==> src/rtl/mtp_pkg.sv <==
// Shared constants, stage-enable types and the bar color table of the test pattern.
// Used by the design modules of the block; depends on nothing.
package mtp_pkg;

	localparam int BAR_WIDTH    = 80;
	localparam int CHECK_PERIOD = 30;
	// Frame count modulo twice the period gives the checkerboard phase.
	localparam int CHECK_MOD    = 2 * CHECK_PERIOD;
	localparam int BOX_W        = 96;
	localparam int BOX_H        = 64;

	// Division of a 9-bit coordinate by the 24-pixel square size.
	localparam int CHECK_SHIFT  = 14;
	localparam int CHECK_RECIP  = (1 << CHECK_SHIFT) / 24 + 1;
	localparam int CHECK_PROD_W = 19;

	localparam logic [15:0] CHECK_MASK   = 16'h0841;
	localparam logic [15:0] BOX_COLOR    = 16'hFA9B;
	localparam logic [15:0] COLOR_RED    = 16'hF800;
	localparam logic [15:0] COLOR_GREEN  = 16'h07E0;
	localparam logic [15:0] COLOR_BLUE   = 16'h001F;
	localparam logic [15:0] COLOR_WHITE  = 16'hFFFF;
	localparam logic [15:0] COLOR_BLACK  = 16'h0000;
	localparam logic [15:0] COLOR_YELLOW = 16'hFFE0;

	localparam int BAR_IDX_W = 5;

	typedef struct packed {
		logic s2;
		logic s3;
		logic s4;
	} mod_en_t;

	typedef struct packed {
		logic s5;
		logic s6;
	} shade_en_t;

	// Bar color for a bar count; the six colors repeat every six bars.
	function automatic logic [15:0] bar_color(input logic [BAR_IDX_W-1:0] idx);
		logic [15:0] c;
		case (idx) inside
			5'd0, 5'd6, 5'd12, 5'd18, 5'd24, 5'd30: c = COLOR_RED;
			5'd1, 5'd7, 5'd13, 5'd19, 5'd25, 5'd31: c = COLOR_GREEN;
			5'd2, 5'd8, 5'd14, 5'd20, 5'd26:        c = COLOR_BLUE;
			5'd3, 5'd9, 5'd15, 5'd21, 5'd27:        c = COLOR_WHITE;
			5'd5, 5'd11, 5'd17, 5'd23, 5'd29:       c = COLOR_YELLOW;
			default:                                c = COLOR_BLACK;
		endcase
		return c;
	endfunction

endpackage

==> src/rtl/mtp_modc.sv <==
// Three-stage remainder of a 32-bit word by an elaboration-time constant.
// Depends on mtp_pkg for the stage-enable struct.
module mtp_modc #(
	parameter int MOD = 60
) (
	input  logic                       clk,
	input  mtp_pkg::mod_en_t           en,
	input  logic [31:0]                x,
	output logic [$clog2(MOD+1)-1:0]   r_s4
);

	localparam int RW = $clog2(MOD + 1);
	localparam longint unsigned C0 = 64'd1 % MOD;
	localparam longint unsigned C1 = 64'd256 % MOD;
	localparam longint unsigned C2 = 64'd65536 % MOD;
	localparam longint unsigned C3 = 64'd16777216 % MOD;
	// The byte-weighted sum stays below 1020 * MOD.
	localparam int SW  = $clog2(4 * 255 * MOD);
	localparam int QW  = $clog2(4 * 255);
	localparam longint unsigned RECIP = (64'd1 << SW) / MOD;
	localparam int RCW = SW + 1;
	localparam int PW  = SW + RCW;

	logic [SW-1:0] sum_d;
	logic [SW-1:0] sum_s2;
	logic [SW-1:0] sum_s3;
	logic [PW-1:0] prod;
	logic [QW-1:0] q_s3;
	logic [SW-1:0] diff;

	// Each byte is folded by its weight modulo MOD; the sum is congruent to x.
	always_comb begin
		sum_d = SW'(x[7:0]) * SW'(C0) + SW'(x[15:8]) * SW'(C1)
			+ SW'(x[23:16]) * SW'(C2) + SW'(x[31:24]) * SW'(C3);
	end

	// The truncated reciprocal gives the quotient or one less.
	assign prod = PW'(sum_s2) * PW'(RECIP);
	assign diff = sum_s3 - SW'(q_s3) * SW'(MOD);

	always_ff @(posedge clk) begin
		if (en.s2) begin
			sum_s2 <= sum_d;
		end
		if (en.s3) begin
			sum_s3 <= sum_s2;
			q_s3   <= prod[SW +: QW];
		end
		if (en.s4) begin
			r_s4 <= RW'((diff >= SW'(MOD)) ? (diff - SW'(MOD)) : diff);
		end
	end

endmodule

==> src/rtl/mtp_shade.sv <==
// Last two stages: bar index, checkerboard and box test, then the final color.
// Depends on mtp_pkg for constants, the bar color table and the enable struct.
module mtp_shade #(
	parameter int FRAME_WIDTH  = 480,
	parameter int FRAME_HEIGHT = 480
) (
	input  logic                  clk,
	input  mtp_pkg::shade_en_t    en,
	input  logic [8:0]            px,
	input  logic [8:0]            py,
	input  logic                  cxy,
	input  logic [$clog2(FRAME_WIDTH+1)-1:0] shift,
	input  logic [$clog2(mtp_pkg::CHECK_MOD+1)-1:0] phase,
	input  logic [$clog2(((FRAME_WIDTH > mtp_pkg::BOX_W)
		? (FRAME_WIDTH - mtp_pkg::BOX_W) : 1)+1)-1:0] bx,
	input  logic [$clog2(((FRAME_HEIGHT > mtp_pkg::BOX_H)
		? (FRAME_HEIGHT - mtp_pkg::BOX_H) : 1)+1)-1:0] by,
	output logic [15:0]           color_s6
);

	localparam int PH_W = $clog2(mtp_pkg::CHECK_MOD + 1);
	localparam int VMAX = 511 + FRAME_WIDTH - 1;
	localparam int VW   = $clog2(VMAX + 1);
	localparam int YW   = $clog2(FRAME_HEIGHT + 512);
	localparam int BK   = $clog2(mtp_pkg::BAR_WIDTH * VMAX + 1);
	localparam int BR   = (1 << BK) / mtp_pkg::BAR_WIDTH + 1;
	localparam int BRW  = $clog2(BR + 1);
	localparam int QB   = $clog2(VMAX / mtp_pkg::BAR_WIDTH + 1);
	localparam int PW   = VW + BRW;

	logic [VW-1:0] pos;
	logic [PW-1:0] prod;
	logic          hit;
	logic          chk;
	logic [QB-1:0] bar_s5;
	logic          hit_s5;
	logic          chk_s5;

	assign pos  = VW'(px) + VW'(shift);
	// Rounded-up reciprocal of the bar width is exact over the whole position range.
	assign prod = PW'(pos) * PW'(BR);
	assign chk  = cxy ^ (phase >= PH_W'(mtp_pkg::CHECK_PERIOD));
	assign hit  = (VW'(px) >= VW'(bx)) && (VW'(px) < VW'(bx) + VW'(mtp_pkg::BOX_W))
		&& (YW'(py) >= YW'(by)) && (YW'(py) < YW'(by) + YW'(mtp_pkg::BOX_H));

	always_ff @(posedge clk) begin
		if (en.s5) begin
			bar_s5 <= prod[BK +: QB];
			hit_s5 <= hit;
			chk_s5 <= chk;
		end
		if (en.s6) begin
			if (hit_s5) begin
				color_s6 <= mtp_pkg::BOX_COLOR;
			end else begin
				color_s6 <= mtp_pkg::bar_color(mtp_pkg::BAR_IDX_W'(bar_s5))
					^ (chk_s5 ? mtp_pkg::CHECK_MASK : 16'h0000);
			end
		end
	end

endmodule

==> src/rtl/moving_test_pattern_pixel.sv <==
// Top level of the animated test pattern: pipeline control and frame-derived terms.
// Depends on mtp_pkg, mtp_modc and mtp_shade.
//
//   channel   direction  handshake                 payload
//   coord     in         coord_valid/coord_stall   pixel_x, pixel_y, frame_number
//   color     out        color_valid/color_stall   pixel_color
//
// One word enters per cycle while coord_stall is low; each passes stages s1 to s6 before color_valid.
// The pipeline holds the three-stage remainder units (byte fold, reciprocal
// multiply, correction) between a front stage and two shading stages.
// Reset clears only the stage valid bits; the data registers are not reset.
// A stall on the color side holds the last stage; earlier stages keep filling
// bubbles, and coord_stall rises only when every stage ahead is occupied.
module moving_test_pattern_pixel #(
	parameter int FRAME_WIDTH  = 480,
	parameter int FRAME_HEIGHT = 480
) (
	input  logic        clk,
	input  logic        arst_n,
	input  logic        coord_valid,
	output logic        coord_stall,
	input  logic [8:0]  pixel_x,
	input  logic [8:0]  pixel_y,
	input  logic [31:0] frame_number,
	output logic        color_valid,
	input  logic        color_stall,
	output logic [15:0] pixel_color
);

	localparam int BOX_MOD_X = (FRAME_WIDTH > mtp_pkg::BOX_W)
		? (FRAME_WIDTH - mtp_pkg::BOX_W) : 1;
	localparam int BOX_MOD_Y = (FRAME_HEIGHT > mtp_pkg::BOX_H)
		? (FRAME_HEIGHT - mtp_pkg::BOX_H) : 1;
	localparam int SHIFT_W = $clog2(FRAME_WIDTH + 1);
	localparam int BX_W    = $clog2(BOX_MOD_X + 1);
	localparam int BY_W    = $clog2(BOX_MOD_Y + 1);
	localparam int PH_W    = $clog2(mtp_pkg::CHECK_MOD + 1);

	logic vld_s1, vld_s2, vld_s3, vld_s4, vld_s5, vld_s6;
	logic rdy1, rdy2, rdy3, rdy4, rdy5, rdy6;

	logic [8:0]  px_s1, px_s2, px_s3, px_s4;
	logic [8:0]  py_s1, py_s2, py_s3, py_s4;
	logic        cxy_s1, cxy_s2, cxy_s3, cxy_s4;
	logic [31:0] fr_s1;
	logic [31:0] p7_s1;
	logic [31:0] p3_s1;

	logic [mtp_pkg::CHECK_PROD_W-1:0] qx_prod;
	logic [mtp_pkg::CHECK_PROD_W-1:0] qy_prod;

	logic [SHIFT_W-1:0] shift_s4;
	logic [PH_W-1:0]    phase_s4;
	logic [BX_W-1:0]    bx_s4;
	logic [BY_W-1:0]    by_s4;
	logic [15:0]        color_s6;

	mtp_pkg::mod_en_t   men;
	mtp_pkg::shade_en_t sen;

	// A stage can load when it is empty or the stage after it loads too.
	always_comb begin
		rdy6 = !vld_s6 || !color_stall;
		rdy5 = !vld_s5 || rdy6;
		rdy4 = !vld_s4 || rdy5;
		rdy3 = !vld_s3 || rdy4;
		rdy2 = !vld_s2 || rdy3;
		rdy1 = !vld_s1 || rdy2;
	end

	assign coord_stall = !rdy1;
	assign color_valid = vld_s6;
	assign pixel_color = color_s6;

	assign men.s2 = rdy2;
	assign men.s3 = rdy3;
	assign men.s4 = rdy4;
	assign sen.s5 = rdy5;
	assign sen.s6 = rdy6;

	assign qx_prod = mtp_pkg::CHECK_PROD_W'(pixel_x)
		* mtp_pkg::CHECK_PROD_W'(mtp_pkg::CHECK_RECIP);
	assign qy_prod = mtp_pkg::CHECK_PROD_W'(pixel_y)
		* mtp_pkg::CHECK_PROD_W'(mtp_pkg::CHECK_RECIP);

	always_ff @(posedge clk or negedge arst_n) begin
		if (!arst_n) begin
			vld_s1 <= 1'b0;
			vld_s2 <= 1'b0;
			vld_s3 <= 1'b0;
			vld_s4 <= 1'b0;
			vld_s5 <= 1'b0;
			vld_s6 <= 1'b0;
		end else begin
			if (rdy1) vld_s1 <= coord_valid;
			if (rdy2) vld_s2 <= vld_s1;
			if (rdy3) vld_s3 <= vld_s2;
			if (rdy4) vld_s4 <= vld_s3;
			if (rdy5) vld_s5 <= vld_s4;
			if (rdy6) vld_s6 <= vld_s5;
		end
	end

	always_ff @(posedge clk) begin
		if (rdy1) begin
			px_s1  <= pixel_x;
			py_s1  <= pixel_y;
			fr_s1  <= frame_number;
			// Box steps wrap at 32 bits, as the frame count does.
			p7_s1  <= {frame_number[28:0], 3'b000} - frame_number;
			p3_s1  <= {frame_number[30:0], 1'b0} + frame_number;
			cxy_s1 <= qx_prod[mtp_pkg::CHECK_SHIFT] ^ qy_prod[mtp_pkg::CHECK_SHIFT];
		end
		if (rdy2) begin
			px_s2  <= px_s1;
			py_s2  <= py_s1;
			cxy_s2 <= cxy_s1;
		end
		if (rdy3) begin
			px_s3  <= px_s2;
			py_s3  <= py_s2;
			cxy_s3 <= cxy_s2;
		end
		if (rdy4) begin
			px_s4  <= px_s3;
			py_s4  <= py_s3;
			cxy_s4 <= cxy_s3;
		end
	end

	mtp_modc #(.MOD(FRAME_WIDTH)) u_shift (
		.clk  (clk),
		.en   (men),
		.x    (fr_s1),
		.r_s4 (shift_s4)
	);

	mtp_modc #(.MOD(mtp_pkg::CHECK_MOD)) u_phase (
		.clk  (clk),
		.en   (men),
		.x    (fr_s1),
		.r_s4 (phase_s4)
	);

	mtp_modc #(.MOD(BOX_MOD_X)) u_box_x (
		.clk  (clk),
		.en   (men),
		.x    (p7_s1),
		.r_s4 (bx_s4)
	);

	mtp_modc #(.MOD(BOX_MOD_Y)) u_box_y (
		.clk  (clk),
		.en   (men),
		.x    (p3_s1),
		.r_s4 (by_s4)
	);

	mtp_shade #(
		.FRAME_WIDTH  (FRAME_WIDTH),
		.FRAME_HEIGHT (FRAME_HEIGHT)
	) u_shade (
		.clk      (clk),
		.en       (sen),
		.px       (px_s4),
		.py       (py_s4),
		.cxy      (cxy_s4),
		.shift    (shift_s4),
		.phase    (phase_s4),
		.bx       (bx_s4),
		.by       (by_s4),
		.color_s6 (color_s6)
	);

endmodule

==> config.mk <==
export PLATFORM = sky130hd
export DESIGN_NAME = moving_test_pattern_pixel
export DESIGN_NICKNAME = d
export VERILOG_FILES = /design/src/rtl/mtp_pkg.sv /design/src/rtl/mtp_modc.sv /design/src/rtl/mtp_shade.sv /design/src/rtl/moving_test_pattern_pixel.sv
export SDC_FILE = /design/constraint.sdc
export NUM_CORES = 2
export LEC_CHECK = 0
export BUFFER_PORTS_ARGS = -buffer_cell sky130_fd_sc_hd__buf_4
export CAP_MARGIN = 40
export CORE_UTILIZATION = 38
export CTS_BUF_LIST = sky130_fd_sc_hd__clkbuf_16
export CTS_CLUSTER_DIAMETER = 30
export DETAILED_ROUTE_END_ITERATION = 6
export PLACE_DENSITY = 0.59
export SKIP_LAST_GASP = 1
export SYNTH_ARGS = -nofsm -noshare
export SYNTH_HDL_FRONTEND = slang
export SYNTH_HIERARCHICAL = 1
export SYNTH_SLANG_ARGS = --single-unit
==> constraint.sdc <==
create_clock -name clk -period 14.9 [get_ports clk]
set_input_delay 0.745 -clock clk [delete_from_list [all_inputs] [get_ports clk]]
set_output_delay 0.745 -clock clk [all_outputs]
set_load 0.1 [all_outputs]
==> flow_summary.yaml <==
place:
  place_hpwl_mm: 60.91
  place_area_mm2: 0.04002
  routabilityCongestion: 0.8339
  post-place-cells: 4785
  numPortBuffers: 71
  dp_slack_ns: 8.461
cts:
  cts_setup_buffers: 0
  path_clk_slew_ns: 0.05
  cts_tree: "built"
  cts_buffers: 91
  hold_buffers: 1
  root_buffer: "clkbuf_16"
  clkLatencyLatePin_ns: 0.64
  clock-sinks: 395
  clock_path_buffers: 3
  cts_resized: 0
  h-tree-depth: 3
routing:
  via_count: 24240
  viasPerCell: 4.890
  dr.pass1.iters: 5
  drc_errors: 0
  drtIter0Drc: 751
  totalWireLength_mm: 74.07
  wire_per_inst_um: 14.94
  final_antenna_net_count: 0
die:
  die_y_um: 317.8
  die_w_um: 317.8
  coreArea_mm2: 0.09856
  core.rowCount: 115
  initial_core_util: 0.3845
  pin_count: 72
  die-area_mm2: 0.1010
setup_path:
  critPathBufInv: 5
  crit_family: "adder cells"
  arrival_ns: 6.80
  cp-end-kind: "register"
  critPathKind: "reg2reg"
  reg2reg_setup_slack_ns: 8.48
  slowest_stage: "fa_1"
  required_ns: 15.29
  start_kind: "register"
  cp_max_fo: 4
  max_stage_delay_ns: 0.55
grt:
  gr-total-overflow: 0
  grt_pass1_wl_mm: 123.9
  grt_max_degree: 68
  grt_pass1_vias: 24890
  grt.total_usage: 0.1500
  antenna_found_initial: 3
synth:
  synthCells: 3445
  syn-num-nets: 4467
  syn-mean-instance-area_um2: 11.00
  yosysWarnings: 6
  syn_area_mm2: 0.03790
flow_run:
  max_cap_viol_count: 0
final_layout:
  finalInstanceArea_mm2: 0.04325
  drive_gt1_frac: 0.08122
  area_growth_pct: 14.13
  layout.nets: 4614
  final_cells: 4957
timing:
  finalClockSkew_ns: 0.04154
  min_period_over_period: 0.4307
  slew_headroom: 0.4178
  worstMarginPinSlew_ns: 0.8734
  hold_viol: 0
  drv_slew: 0
  max_freq_mhz: 155.8
  fin_tns_setup_ns: 0
  fin_ws_ns: 8.483
  period_minus_slack_ns: 6.417
  finalSetupViolCount: 0
  rsz0062_at_grt: "no"
outcome:
  outcome: "finished clean"
hold_path:
  hold_path.class: "in2reg"
cell usage in the layout (no fill, tap or decap), types with 76 or more instances in the layout:
master / n
a21o_1: 86
a21oi_1: 173
buf_4: 76
clkbuf_16: 91
edfxtp_1: 389
fa_1: 294
ha_1: 674
inv_1: 690
nand2_1: 82
nor2_1: 126
o21ai_0: 115
xnor2_1: 130
xor2_1: 77
per-stage QoR:
stage	util	hold slack, ns
2_1_floorplan	-	0.4003
3_3_place_gp	0.4056	0.4010
3_5_place_dp	0.4061	0.4045
4_1_cts	0.4388	0.2497
5_1_grt	0.4388	0.2735
6_report	0.4388	0.2969
routing by layer:
layer,share of wire,track usage,vias up,routed length (µm)
met5,0.00036,0,-,27
met4,0.022,0.04703,4,1646
met3,0.035,0.02178,91,2579
met2,0.46,0.2476,277,34020
met1,0.48,0.2027,11550,35800
li1,-,-,12320,-
registers in the layout, indices dropped and copies added (netlist names), 10 cells and up:
register        count
u_box_x/sum_s2     18
u_phase/sum_s3     13
u_box_y/sum_s3     18
u_box_y/sum_s2     18
u_phase/sum_s2     14
u_shift/sum_s2     18
u_shift/sum_s3     18
u_shift/q_s3       10
u_box_x/q_s3       10
p3_s1              30
p7_s1              31
u_box_y/q_s3       10
u_box_x/sum_s3     18
fr_s1              32
worst reg2reg max path: cells and delay by family, from the launching register on:
kind,cells,cell delay (ns)
AO/OA/AOI/OAI,9,1.86
XOR/XNOR,2,0.40
adder cells (fa/ha/maj),8,3.19
buffers and inverters,5,0.26
flip-flops,1,0.36
AND/OR/NAND/NOR,1,0.12
cell type report:
cell class / instances / area [µm²]
Antenna cell: 1 / 2.502
Clock buffer: 91 / 2277
Clock inverter: 79 / 937.1
Fill cell: 9138 / 55310
Inverter: 684 / 2570
Multi-Input combinational cell: 2341 / 23390
Sequential cell: 395 / 11830
Tap cell: 1287 / 1610
Timing Repair Buffer: 79 / 628.1
final timing paths:
check | cells past startpoint | endpoint | start
worst max register to register | 25 | u_shade/bar_s5[1] | px_s4[0]
worst min-delay path | 2 | vld_s1 | coord_valid
worst max-delay path | 25 | u_shade/bar_s5[1] | px_s4[0]
worst min register to register | 0 | px_s2[1] | px_s1[1]
max in group asynchronous | 2 | vld_s2 | arst_n
min in group asynchronous | 2 | vld_s3 | arst_n
Power is not shown: default switching activity piles up to over one toggle a cycle in this logic, so the estimate is an artifact.
